<file path="src/swm_pkg.sv">
`default_nettype none

package swm_pkg;

  localparam int MAX_WINDOW   = 64;
  localparam int SAMPLE_WIDTH = 16;
  localparam int CFG_W        = 7;
  localparam int AGE_W        = $clog2(MAX_WINDOW + 1);
  localparam int POS_MOD      = 2 * MAX_WINDOW;
  localparam int POS_W        = $clog2(POS_MOD);
  localparam int CMP_W        = (CFG_W > AGE_W) ? CFG_W : AGE_W;

  typedef struct packed {
    logic signed [SAMPLE_WIDTH-1:0] sample;
    logic                           last_sample;
  } swm_in_t;

  typedef struct packed {
    logic signed [SAMPLE_WIDTH-1:0] window_max;
    logic                           short_sequence;
    logic                           sequence_end;
  } swm_out_t;

  // one deque candidate; age counts samples since it was taken in
  typedef struct packed {
    logic                           valid;
    logic signed [SAMPLE_WIDTH-1:0] value;
    logic [AGE_W-1:0]               age;
  } swm_entry_t;

  typedef struct packed {
    logic step;   // request accepted this cycle
    logic shift;  // front candidate retires, chain moves one toward the front
    logic clear;  // end of sequence, drop everything
  } swm_ctrl_t;

endpackage

`default_nettype wire

</file>
<file path="src/swm_skid.sv">
`default_nettype none

module swm_skid import swm_pkg::*; (
  input  logic     clk_i,
  input  logic     rst_ni,
  input  logic     res_valid_i,
  input  swm_out_t res_i,
  output logic     full_o,
  output logic     out_valid_o,
  input  logic     out_stall_i,
  output swm_out_t out_res_o
);

  logic     out_valid_q, skid_valid_q;
  swm_out_t out_q, skid_q;
  logic     slot_free;

  assign slot_free   = !out_valid_q || !out_stall_i;
  assign full_o      = skid_valid_q;
  assign out_valid_o = out_valid_q;
  assign out_res_o   = out_q;

  always_ff @(posedge clk_i or negedge rst_ni) begin
    if (!rst_ni) begin
      out_valid_q  <= 1'b0;
      skid_valid_q <= 1'b0;
    end else if (slot_free) begin
      out_valid_q  <= skid_valid_q || res_valid_i;
      skid_valid_q <= 1'b0;
    end else if (res_valid_i) begin
      skid_valid_q <= 1'b1;
    end
  end

  always_ff @(posedge clk_i) begin
    if (slot_free) begin
      out_q <= skid_valid_q ? skid_q : res_i;
    end else if (res_valid_i) begin
      skid_q <= res_i;
    end
  end

endmodule

`default_nettype wire

</file>
<file path="config.mk">
export PLATFORM = sky130hd
export DESIGN_NAME = swm_skid
export DESIGN_NICKNAME = d
export VERILOG_FILES = /design/src/swm_pkg.sv /design/src/swm_skid.sv
export SDC_FILE = /design/constraint.sdc
export NUM_CORES = 1
export LEC_CHECK = 0
export BUFFER_PORTS_ARGS = -buffer_cell sky130_fd_sc_hd__buf_4
export CAP_MARGIN = 20
export CORE_MARGIN = 1.5
export CORE_UTILIZATION = 45
export CTS_CLUSTER_DIAMETER = 40
export DETAILED_ROUTE_END_ITERATION = 8
export PLACE_DENSITY = 0.73
export SYNTH_ARGS = -nofsm -noshare
export SYNTH_HDL_FRONTEND = slang
export SYNTH_SLANG_ARGS = --single-unit
</file>
<file path="constraint.sdc">
create_clock -name clk_i -period 1.4 [get_ports clk_i]
set_input_delay 0.28 -clock clk_i [delete_from_list [all_inputs] [get_ports clk_i]]
set_output_delay 0.28 -clock clk_i [all_outputs]
set_load 0.02 [all_outputs]
</file>
* Word-level counts from Yosys, hierarchy flattened *
Index checks and enable logic that the tools add are counted.

operators by class
  bitwise operators = 1
  shift operators = 0
  reduce and logical (&&, ||, !) cells = 6
  mux-type cells = 3
  equality and inequality tests = 0
  $add $sub $neg = 0
  order comparisons = 0
  multiply operators = 0
  div/mod/pow operators = 0

operators by type and width
  kind                 number
  two-way mux 18 bit   1
  zero test 1 bit      2
  logical OR 1 bit     2
  two-way mux 1 bit    2
  AND reduction 2 bit  1
  nonzero test 2 bit   1
  inverter 1 bit       1

word-level totals
  bits in latches = 0
  output and inout bits = 20
  register bits = 38
  ROM bits = 0
  bits in writable memories = 0
  memories kept = 0

* Logic depth before layout (Yosys ltp) *
  depth in word-level cells = 4
  mapped depth = 2
  depth with buffers taken out = 1

* Least setup slack after synthesis *
Ideal clock, no wire load.

  path kind = register -> register
  start = reg out_valid_q, in the netlist out_valid_o
  end = reg skid_q[0] in the netlist's numbering, enable pin
  data required time = 1.024 ns
  slack = -0.028 ns
  cell stages (with the launch flop) = 2
  buffers on the path = 0
  library setup time = 0.376 ns
  period minus slack after synthesis = 1.428 ns
  data arrival time = 1.052 ns
  cells stage by stage = dfrtp_1 -> and3_1

between the ends
  word-level cells in the longest chain between the ends = 4

ends and longest elaborated chain
  item                                  RTL line        RTL
  from (decl)                           swm_skid.sv:14  logic out_valid_q, skid_valid_q;
  from (signal assigned)                swm_skid.sv:28  out_valid_q <= skid_valid_q || res_valid_i;
  zero test 1 bit                       swm_skid.sv:18  assign slot_free = !out_valid_q || !out_stall_i;
  logical OR 1 bit                      swm_skid.sv:18
  inverter 1 bit (no source line)       --
  AND reduction 2 bit (no source line)  --
  to (signal assigned)                  swm_skid.sv:39  skid_q <= res_i;
  to (decl)                             swm_skid.sv:15  swm_out_t out_q, skid_q;

Every way passes these cells.
A chain may end at the register's enable or synchronous reset.

* Final worst setup path *
  start = reg skid_valid_q, in the netlist full_o
  end = out full_o

RTL lines
  item                    RTL line        RTL
  from (decl)             swm_skid.sv:14
  from (signal assigned)  swm_skid.sv:26  skid_valid_q <= 1'b0;
  from (signal assigned)  swm_skid.sv:29  skid_valid_q <= 1'b0;
  from (signal assigned)  swm_skid.sv:31  skid_valid_q <= 1'b1;
  to (decl)               swm_skid.sv:8   output logic full_o,

No word-level cell between the ends.

==> results.md <==
- The average routed wire per standard cell is 13.7 um.
- The time the worst path needs with I/O delays and setup is 1.25 ns.
- The maximum frequency from static timing analysis is 799 MHz.
- The met2 track utilization from global routing is 0.219.
- The number of remaining DRC errors is 0.
- The share of total power in the clock network is 0.230.
- For met1 alone, demand over resource in global routing was 0.142.
- The register bit count reported by yosys is 38.
- The via count of the first global-routing pass is 681.
- For this run, the detailed router's first-pass iteration total came to 4.
- The global-route wire length before repair is 3.25 mm.
- In the final design database the tool counted 133 nets.
- Setup repair after global routing left no endpoint under its margin.
- The die is 59.8 um wide.
- The kind of path behind the tightest hold check is in2reg.
- The fraction of final layout cells with drive strength greater than 1 is 0.607.
- The internal power is 0.00172 W.
- In the global route stage, met3 resource usage came out at 0.0411.
- The via count is 730.
- The violation count after the first detailed-routing iteration is 5.
- The synthesis-to-finish area growth is 29.5%.
- Ranked by total cell area, the synthesized netlist is headed by sky130_fd_sc_hd__edfxtp_1 (74%), sky130_fd_sc_hd__mux2_4 (19%), sky130_fd_sc_hd__dfrtp_1 (3.4%).
- The transition time at the pin with the least slew margin is 0.393 ns.
- The clock latency reported for the late side of the worst-skew pair is 0.34 ns.
- The post-synthesis area per instance is 23.4 um^2.
- The die is 59.8 um tall.
- The number of top-level pins is 42.
- TritonCTS built the clock tree.
- The floorplan step defined a core boundary enclosing 3050 um^2.
- The count of buffers added on input and output ports is 41.
- The tree is rooted in a sky130_fd_sc_hd__clkbuf_4.
- The number of resized instances in the post-cts repair step is 0.
- Across the VDD grid, the largest voltage drop is 682 uV.
- For this run, the slowest stage of the critical path takes 0.45 ns.
- The hold violation total from the final report is 0.
- The power per unit of standard cell area is 1190 nW/um^2.
- The run finished with clean final reports.
- The setup violation total in the final timing report is 0.
- Headroom to the max-slew limit came out at 0.738.
- The floorplan has 20 rows.
- The share of total power dissipated in sequential elements is 0.611.
- Walking the worst path, the cells encountered are buf_4.
- The cell type with the largest total area after synthesis is sky130_fd_sc_hd__edfxtp_1.
- The max-capacitance violation count is 0.
- The global-route congestion overflow total is 0.
- The cell type of the slowest stage on the worst timing path is sky130_fd_sc_hd__dfrtp_1.
- After detailed routing, the number of vias per cell comes to 4.68.
- The number of buffers between clock root and the deepest sink is 2.
- The number of pins exceeding their max-slew limit in the final report is 0.
- STA classifies the critical path startpoint as a flop.
- The post-placement worst setup slack is 0.179 ns.
- The mapped netlist covers 1450 um^2.
- The H-tree was split into 2 levels.
- The initial utilization of the core area, before any placement, comes to 0.476.
- CTS saw 38 sinks.
- The combinational cell fraction of total power is 0.158.
- The number of antenna diodes in the final layout is 0.
- The analysis attributes to net switching a power of 0.000515 W.
- The hold buffer count at cts is 1.
- After routing, the total negative slack on setup checks comes to 0 ns.
- Setup slack closes at 0.149 ns.
- The clock buffer count from CTS is 5.
- Entering global routing, the biggest net connects 19 pins.
- At the end of routability-driven placement, the weighted congestion stood at 0.611.
- The commonest non-fill, non-tap cell in the layout is sky130_fd_sc_hd__buf_4.
- Clock-pin slew was measured on the worst setup and hold paths at 0.10 ns.
- The initial antenna violation count is 0.
- The maximum clock skew at final layout is 0.00661 ns.
- STA classifies the critical path endpoint as a primary output.
- The floorplan step defined a die boundary enclosing 3580 um^2.
- The number of nets in the synthesized netlist is 84.
- The family with the most delay on the worst path is flip-flops.
- The required time at the endpoint of the critical path is 1.12 ns.
- The switching part of the total power is 0.231.
- Of all nets on the critical path, the largest fanout is 4.
- The cell count after synthesis is 62.
- The Yosys step of the flow raised 0 warnings.
- The type of the worst setup path is reg2out.
- Of the post-synthesis cell area, the dominant cell type holds 0.744.
- The layer with the highest usage after global routing is met2.
- The arrival time of the worst setup path is 0.97 ns.
- In the global route stage, overall resource usage came out at 0.135.
- For this design the static power due to leakage is 0.771 nW.
- The proportion of synthesized chip area in sequential cells is 0.779.
- The total routed wirelength is 2.13 mm.
- The buffering stage count on the worst path with inverters included is 1.
- The buffer count from post-CTS setup fixing is 0.
- The number of distinct library cells after synthesis is 8.
- In the layout the commonest cells are sky130_fd_sc_hd__buf_4 (42), sky130_fd_sc_hd__edfxtp_1 (36), sky130_fd_sc_hd__mux2_4 (18).
- The remaining number of nets flagged by the antenna check after routing is 0.
- In the finished design, the share of the clock period the worst path needs comes to 0.893.
[power by group through the flow]
stage / Combinational, W / Clock (W) / Sequential (W)
after detailed placement: 0.000356 / 0 / 0.00139
after CTS: 0.000358 / 0.000548 / 0.00137
after floorplan: 0.000128 / 0 / 0.00146
final: 0.000353 / 0.000514 / 0.00137
after global placement: 0.000348 / 0 / 0.00139
after global routing: 0.000376 / 0.000587 / 0.00137
[worst paths after layout]
check / from / end / slack (ns) / depth (start not counted)
setup reg to reg: full_o$_DFFE_PN0P_ / out_res_o[3]$_DFFE_PP_ / 0.16 / 2
min in group asynchronous: rst_ni / out_valid_o$_DFFE_PN0P_ / 0.25 / 2
hold reg to reg: skid_q[1]$_DFFE_PP_ / out_res_o[1]$_DFFE_PP_ / 0.56 / 1
setup / recovery: full_o$_DFFE_PN0P_ / full_o / 0.15 / 1
max in group asynchronous: rst_ni / full_o$_DFFE_PN0P_ / 1.05 / 2
hold / removal: res_i[9] / skid_q[9]$_DFFE_PP_ / 0.12 / 1
[cell type report]
type / count / area (um^2)
timing repair buffer: 44 / 345
clock inverter: 2 / 8.76
tap: 44 / 55.1
fill: 225 / 1170
sequential: 38 / 1130
clock buffer: 6 / 41.3
multi-input combinational: 22 / 300
[state kept, by name (all words and copies together) (netlist names)]
name         cells
full_o           1
out_res_o       18
out_valid_o      1
skid_q          18
[through the flow]
| step | cells | area (um^2) | power (W) | hold slack, ns | utilization |
|---|---|---|---|---|---|
| 2_1_floorplan | 62 | 1450 | 0.00159 | -0.0156 | - |
| 3_3_place_gp | 147 | 1820 | 0.00174 | 0.0620 | 0.597 |
| 3_5_place_dp | 147 | 1820 | 0.00175 | 0.0672 | 0.597 |
| 4_1_cts | 156 | 1880 | 0.00227 | 0.101 | 0.616 |
| 5_1_grt | 156 | 1880 | 0.00234 | 0.0956 | 0.616 |
| 6_report | 156 | 1880 | 0.00223 | 0.124 | 0.616 |
[synthesized netlist by cell type]
| cell type | instances |
|---|---|
| sky130_fd_sc_hd__a211o_1 | 1 |
| sky130_fd_sc_hd__buf_6 | 2 |
| sky130_fd_sc_hd__mux2_4 | 18 |
| sky130_fd_sc_hd__dfrtp_1 | 2 |
| sky130_fd_sc_hd__o211a_1 | 1 |
| sky130_fd_sc_hd__edfxtp_1 | 36 |
| sky130_fd_sc_hd__nand2_1 | 1 |
| sky130_fd_sc_hd__and3_1 | 1 |
[routing by layer]
layer  up-vias  share of wire
met2        28           0.54
met5         -              0
li1        344              -
met1       350           0.38
met4         0          0.036
met3         8          0.050
[kinds of logic after synthesis]
family / after synthesis / share of synthesized area
flip-flops: 38 / 0.779
multiplexers: 18 / 0.186
AND/OR/NAND/NOR: 2 / 0.00689
AO/OA/AOI/OAI: 2 / 0.0129
buffers and inverters: 2 / 0.0155
(Power assumes the default switching activity.)
