`config.mk`:
```
export PLATFORM = sky130hd
export DESIGN_NAME = swm_cell
export DESIGN_NICKNAME = d
export VERILOG_FILES = /design/src/swm_pkg.sv /design/src/swm_cell.sv
export SDC_FILE = /design/constraint.sdc
export NUM_CORES = 1
export LEC_CHECK = 0
export ABC_AREA = 0
export BUFFER_PORTS_ARGS = -buffer_cell sky130_fd_sc_hd__buf_2
export CAP_MARGIN = 5
export CORE_MARGIN = 1.5
export CORE_UTILIZATION = 52
export CTS_CLUSTER_SIZE = 14
export DETAILED_ROUTE_END_ITERATION = 7
export GPL_TIMING_DRIVEN = 1
export PLACE_DENSITY = 0.86
export SYNTH_ARGS = -nofsm -noshare
export SYNTH_HDL_FRONTEND = slang
export SYNTH_SLANG_ARGS = --single-unit
export TNS_END_PERCENT = 100
```
`constraint.sdc`:
```
create_clock -name clk_i -period 5.6 [get_ports clk_i]
set_input_delay 0.28 -clock clk_i [delete_from_list [all_inputs] [get_ports clk_i]]
set_output_delay 0.28 -clock clk_i [all_outputs]
set_load 0.1 [all_outputs]
```
`src/swm_pkg.sv`:
```
`default_nettype none

package swm_pkg;

  localparam int MAX_WINDOW   = 64;
  localparam int SAMPLE_WIDTH = 16;
  localparam int CFG_W        = 7;
  localparam int AGE_W        = $clog2(MAX_WINDOW + 1);
  localparam int POS_MOD      = 2 * MAX_WINDOW;
  localparam int POS_W        = $clog2(POS_MOD);
  localparam int CMP_W        = (CFG_W > AGE_W) ? CFG_W : AGE_W;

  typedef struct packed {
    logic signed [SAMPLE_WIDTH-1:0] sample;
    logic                           last_sample;
  } swm_in_t;

  typedef struct packed {
    logic signed [SAMPLE_WIDTH-1:0] window_max;
    logic                           short_sequence;
    logic                           sequence_end;
  } swm_out_t;

  // one deque candidate; age counts samples since it was taken in
  typedef struct packed {
    logic                           valid;
    logic signed [SAMPLE_WIDTH-1:0] value;
    logic [AGE_W-1:0]               age;
  } swm_entry_t;

  typedef struct packed {
    logic step;   // request accepted this cycle
    logic shift;  // front candidate retires, chain moves one toward the front
    logic clear;  // end of sequence, drop everything
  } swm_ctrl_t;

endpackage

`default_nettype wire

```
`src/swm_cell.sv`:
```
`default_nettype none

module swm_cell import swm_pkg::*; (
  input  logic                           clk_i,
  input  logic                           rst_ni,
  input  swm_ctrl_t                      ctrl_i,
  input  logic signed [SAMPLE_WIDTH-1:0] sample_i,
  input  swm_entry_t                     right_i,
  input  logic                           left_keep_i,
  output swm_entry_t                     entry_o,
  output logic                           keep_o
);

  logic                           valid_q, valid_d;
  logic signed [SAMPLE_WIDTH-1:0] value_q, value_d;
  logic [AGE_W-1:0]               age_q, age_d;
  swm_entry_t                     cur;

  assign entry_o = '{valid: valid_q, value: value_q, age: age_q};

  // entry this cell sees after an optional retire of the front
  assign cur    = ctrl_i.shift ? right_i : entry_o;
  // equal values stay, only strictly smaller ones are dropped
  assign keep_o = cur.valid && !(cur.value < sample_i);

  always_comb begin
    valid_d = valid_q;
    value_d = value_q;
    age_d   = age_q;
    if (ctrl_i.clear) begin
      valid_d = 1'b0;
    end else if (ctrl_i.step) begin
      if (keep_o) begin
        valid_d = 1'b1;
        value_d = cur.value;
        age_d   = cur.age + AGE_W'(1);
      end else if (left_keep_i) begin
        // first free slot behind the survivors takes the new sample
        valid_d = 1'b1;
        value_d = sample_i;
        age_d   = AGE_W'(1);
      end else begin
        valid_d = 1'b0;
      end
    end else if (ctrl_i.shift) begin
      valid_d = cur.valid;
      value_d = cur.value;
      age_d   = cur.age;
    end
  end

  always_ff @(posedge clk_i or negedge rst_ni) begin
    if (!rst_ni) begin
      valid_q <= 1'b0;
    end else begin
      valid_q <= valid_d;
    end
  end

  always_ff @(posedge clk_i) begin
    value_q <= value_d;
    age_q   <= age_d;
  end

endmodule

`default_nettype wire

```
# After elaboration in Yosys (flattened, before gate mapping)

Cells that the tools add are included.

Register bits after elaboration: 24
Bits of input ports: 46
Logic and storage cells: 26

Reductions and logical operators: 5
Bitwise gates (word level): 1
Magnitude comparators: 1
Add/subtract/negate cells: 1
Equality and inequality tests: 1
Multiplexer cells: 14

Operator list:

| kind                  | count |
|---|---|
| $mux W16              | 4 |
| $mux W7               | 4 |
| $mux W24              | 1 |
| $lt A16 B16 Y1        | 1 |
| $add A7 B1 Y7 const B | 1 |
| $mux W1               | 5 |
| $ne A3 B1 Y1 const B  | 1 |
| $reduce_and A3 Y1     | 1 |
| $reduce_bool A3 Y1    | 1 |
| $reduce_bool A2 Y1    | 1 |
| $logic_and A1 B1 Y1   | 1 |
| $logic_not A1 Y1      | 1 |
| $not A1 Y1            | 1 |

# Logic depth before layout (Yosys ltp)

Depth in word-level cells: 7
Mapped depth: 11
Mapped depth without buffers: 8

# Least setup slack after synthesis

No wires, ideal clock.

Path kind: in2reg
From: input port ctrl_i[1] (netlist name)
To: register age_q[0] (enable)
Required time: 5.219 ns
Data arrival time: 3.177 ns
Stages on the path: 11
Slack: 2.042 ns
Path buffers: 4
Cell sequence: buf_6 > clkbuf_1 > buf_2 > mux2_2 > ha_1 > nand4_1 > nor4b_2 > o31ai_4 > o211ai_4 > buf_6 > o21a_1

Cells in the longest elaborated chain, start to end: 6
Elaborated cells on any way between the ends: 7
Classes of those cells: order compare: 1; eq/ne: 1; mux: 1; reduce/logical: 4

Ends and longest elaborated chain:

| what                                 | RTL line       | RTL |
|---|---|---|
| start: declaration                   | swm_cell.sv:6  | `input swm_ctrl_t ctrl_i,` |
| $mux W24                             | swm_cell.sv:22 | `assign cur = ctrl_i.shift ? right_i : entry_o;` |
| $lt A16 B16 Y1                       | swm_cell.sv:24 | `assign keep_o = cur.valid && !(cur.value < sample_i);` |
| $logic_not A1 Y1                     | swm_cell.sv:24 |  |
| $logic_and A1 B1 Y1                  | swm_cell.sv:24 |  |
| $ne A3 B1 Y1 (no source line)        | --             |  |
| $reduce_and A3 Y1 (no source line) * | --             |  |
| end signal: assignment               | swm_cell.sv:62 | `age_q <= age_d;` |
| end: declaration                     | swm_cell.sv:16 | `logic [AGE_W-1:0] age_q, age_d;` |

Mark *: on every way between the ends. The rest lies on a longest branch, timed or not.
A chain may end at the register's enable or synchronous reset.

# Worst setup path in the final report

From: input port ctrl_i[1] (netlist name)
To: register age_q[4] (enable)

Same word-level chain as after synthesis.

==> flow_summary.yaml <==
status:
  status: "completed"
timing:
  fin_skew_ns: 0.00408
  timing.fmax_mhz: 283
  rsz0062_at_grt: "no"
  period_minus_slack_ns: 3.53
  final_max_slew_viol_count: 0
  tightest_slew_ns: 1.01
  slew_headroom_pct: 32.6
  fin_tns_setup_ns: 0
  final.period_utilization_pct: 63.1
  setup_violations: 0
  finalHoldViolations: 0
  whs_ns: 0.199
pwr:
  p_sw_w: 0.000238
  ir_drop_uv: 187
  leakagePower_nw: 1.08
  power_frac_seq_pct: 40.5
  power.density_nw_per_um2: 245
  comb_power_share_pct: 45.4
  p_sw_share_pct: 42.7
  clkPwrFrac_pct: 14.2
  p_total_w: 0.000557
  p_int_w: 0.000319
floorplanning:
  num_rows: 21
  io_pins: 71
  core_sq_um: 3420
  dieWidth_um: 63.2
  initial_core_util_pct: 55.1
  die_area_sq_um: 3990
  die_h_um: 63.2
cts:
  cts_resized: 0
  htreeDepth: 1
  insertion_delay_ns: 0.32
  cts_buffers: 3
  cts.sinks: 24
  cts_tree: "done"
  cts_root_buf: "clkbuf_4"
  clk_path_buf_depth: 2
  clk_pin_slew_ns: 0.13
global_routing:
  grt_pass1_wl_um: 6430
  first_global_vias: 1513
  antenna_found_initial: 0
  grtUsageTotal_pct: 20.0
  grt-ovfl-total: 0
  grt_max_degree: 34
worst_setup_path:
  arrival_ns: 3.49
  path_cells: "buf_2, mux2_2, ha_1, nand2_1, o21ai_0, a221oi_1, o211ai_4, o21a_1"
  path_class: "primary input to register"
  crit_family: "compound AO/OA/AOI/OAI gates"
  ff2ff_path_depth: 7
  crit_start: "ctrl_i[1]"
  critPathCaptureType: "register"
  required_ns: 5.56
  crit_fanout: 33
  crit_slowest_cell: "o21a_1"
  worstSetupPathDepth: 8
  rrSetupSlack_ns: 2.29
  r2r_end: "age_q[4]$_DFFE_PP_"
  critPathCapture: "age_q[4]$_DFFE_PP_"
  cp_slowest_stage_delay_ns: 0.87
  start_kind: "primary input"
  reg2reg_from: "value_q[11]$_DFFE_PP_"
  worst-path-buf-inv: 1
logic_synthesis:
  syn_area_sq_um: 1880
  synth-compound-area-share_pct: 11.8
  avgSynthCellArea_sq_um: 11.3
  synthArstFlopShare_pct: 4.17
  synth_simple_gate_area_share_pct: 7.25
  synth_top_family_by_area: "multiplexers"
  synthFlopType: "edfxtp_1"
  muxShareOfSynthArea_pct: 23.9
  ys_ff_latch: 24
  synth_xor_area_share_pct: 1.86
  synthCells: 166
  syn-num-nets: 228
  synth_edf_count: 23
  yosysUniqueCellTypes: 36
  seq_area_frac_synth_pct: 38.0
  yosys.area_share.adder_pct: 10.6
  synth.yosys.warnings: 0
drt:
  wl_met3_um: 222
  drc: 0
  drt_iter0_markers: 20
  viasPerCell: 5.29
  totalWireLength_um: 3730
  ant_nets: 0
  post_drt_wl_per_cell_um: 13.3
  vias: 1481
  firstDrtPassIters: 4
  routed.top_layer: "met4"
  wl_met2_um: 1810
  wl_met1_um: 1620
final_layout:
  fin_nets: 297
  finish.utilization_pct: 66.7
  diodes: 0
  area_growth_pct: 21.1
  drive_gt1_share_pct: 46.6
place:
  gp_congestion: 0.852
  port_buffers: 70
  dpl.hpwl_um: 2930
min_path:
  hold_class: "primary input to register"
  min_path_cells: 2
job:
  cap_viol_max_count: 0
## cell type report
type                       instances  area, sq um
timing repair buffer              71          360
tap                               46         57.6
fill                             274         1140
inverter                          20         75.1
clock buffer                       3         22.5
multi-input combinational        115         1040
clock inverter                     1         3.75
sequential                        24          716
## power groups by stage
stage	Sequential (W)	Clock, W	Combinational, W
finish	0.000226	0.0000789	0.000253
global route	0.000228	0.0000844	0.000270
CTS	0.000226	0.0000782	0.000254
detailed placement	0.000230	0	0.000252
global placement	0.000229	0	0.000249
floorplan	0.000326	0	0.000109
## worst reg2reg max path: stages (launching register included)
cell and delay, ns:
edfxtp_1 0.42, mux2_2 0.29, ha_1 0.29, nand2_1 0.08, o21ai_0 0.20, a221oi_1 0.17
o211ai_4 0.63, o21a_1 0.87
## worst min path at each step
| stage | start | end | slack, ns |
|---|---|---|---|
| after floorplan | rst_ni | valid_q$_DFFE_PN0P_ | -0.02 |
| after global placement | rst_ni | valid_q$_DFFE_PN0P_ | 0.06 |
| after detailed placement | rst_ni | valid_q$_DFFE_PN0P_ | 0.06 |
| after CTS | left_keep_i | valid_q$_DFFE_PN0P_ | 0.20 |
| after global routing | left_keep_i | valid_q$_DFFE_PN0P_ | 0.21 |
| final | left_keep_i | valid_q$_DFFE_PN0P_ | 0.20 |
## cells in the final DEF (no fill, tap or decap), types with 2 or more instances in the layout
cell type,instances
nand4_1,2
nand2_1,5
o211ai_1,2
o21a_1,3
nor2_1,9
xor2_1,3
mux2_4,7
nor2b_1,3
o21ai_0,4
clkbuf_4,3
ha_1,16
edfxtp_1,23
mux2i_1,4
a32oi_1,3
a21oi_1,13
inv_1,20
buf_2,70
mux2_2,26
## metal layers
layer  GRT usage, %  vias up
li1               -      750
met1           23.1      676
met2           36.4       47
met3           5.36        8
met4           5.00        0
met5              0        -
## cells in the mapped netlist (2+ instances only)
cell | instances | area share [%]
xor2_1 | 3 | 1.4
buf_2 | 2 | 0.53
o21ai_0 | 4 | 1.1
mux2_2 | 26 | 16
mux2i_1 | 4 | 2.1
nand4_1 | 2 | 0.66
o211ai_1 | 2 | 0.80
clkbuf_1 | 2 | 0.40
nor2_1 | 9 | 1.8
ha_1 | 16 | 11
o21a_1 | 3 | 1.2
mux2_4 | 7 | 5.6
a32oi_1 | 3 | 1.4
a21oi_1 | 13 | 3.5
inv_1 | 20 | 4.0
nor2b_1 | 3 | 1.0
edfxtp_1 | 23 | 37
nand2_1 | 5 | 1.0
buf_6 | 2 | 1.2
## cell families (layout without fill, tap and decap cells)
family / count (synthesis) / count (layout)
AOI/OAI and AO/OA: 31 / 31
xor gates and xnor gates: 4 / 4
adders and majority gates: 16 / 16
buffers and inverters: 27 / 95
DFF: 24 / 24
muxes: 38 / 38
and+or+nand+nor: 26 / 26
## registers in the layout (all words and copies together), names as in the netlist
| signal | flops |
|---|---|
| age_q | 7 |
| value_q | 16 |
| valid_q | 1 |
## repair_timing
action,in CTS,in global routing
endpoints found under the hold margin,1,0
buffers inserted,0,0
hold buffers,1,0
## metrics by stage
stage               setup WS, ns  cells  cell area (sq um)
floorplan                   2.04    166               1880
global placement            1.81    275               2240
detailed placement          1.70    275               2240
CTS                         2.05    280               2280
global route                1.81    280               2280
finish                      2.07    280               2280
Power figures use the tool's default switching activity.
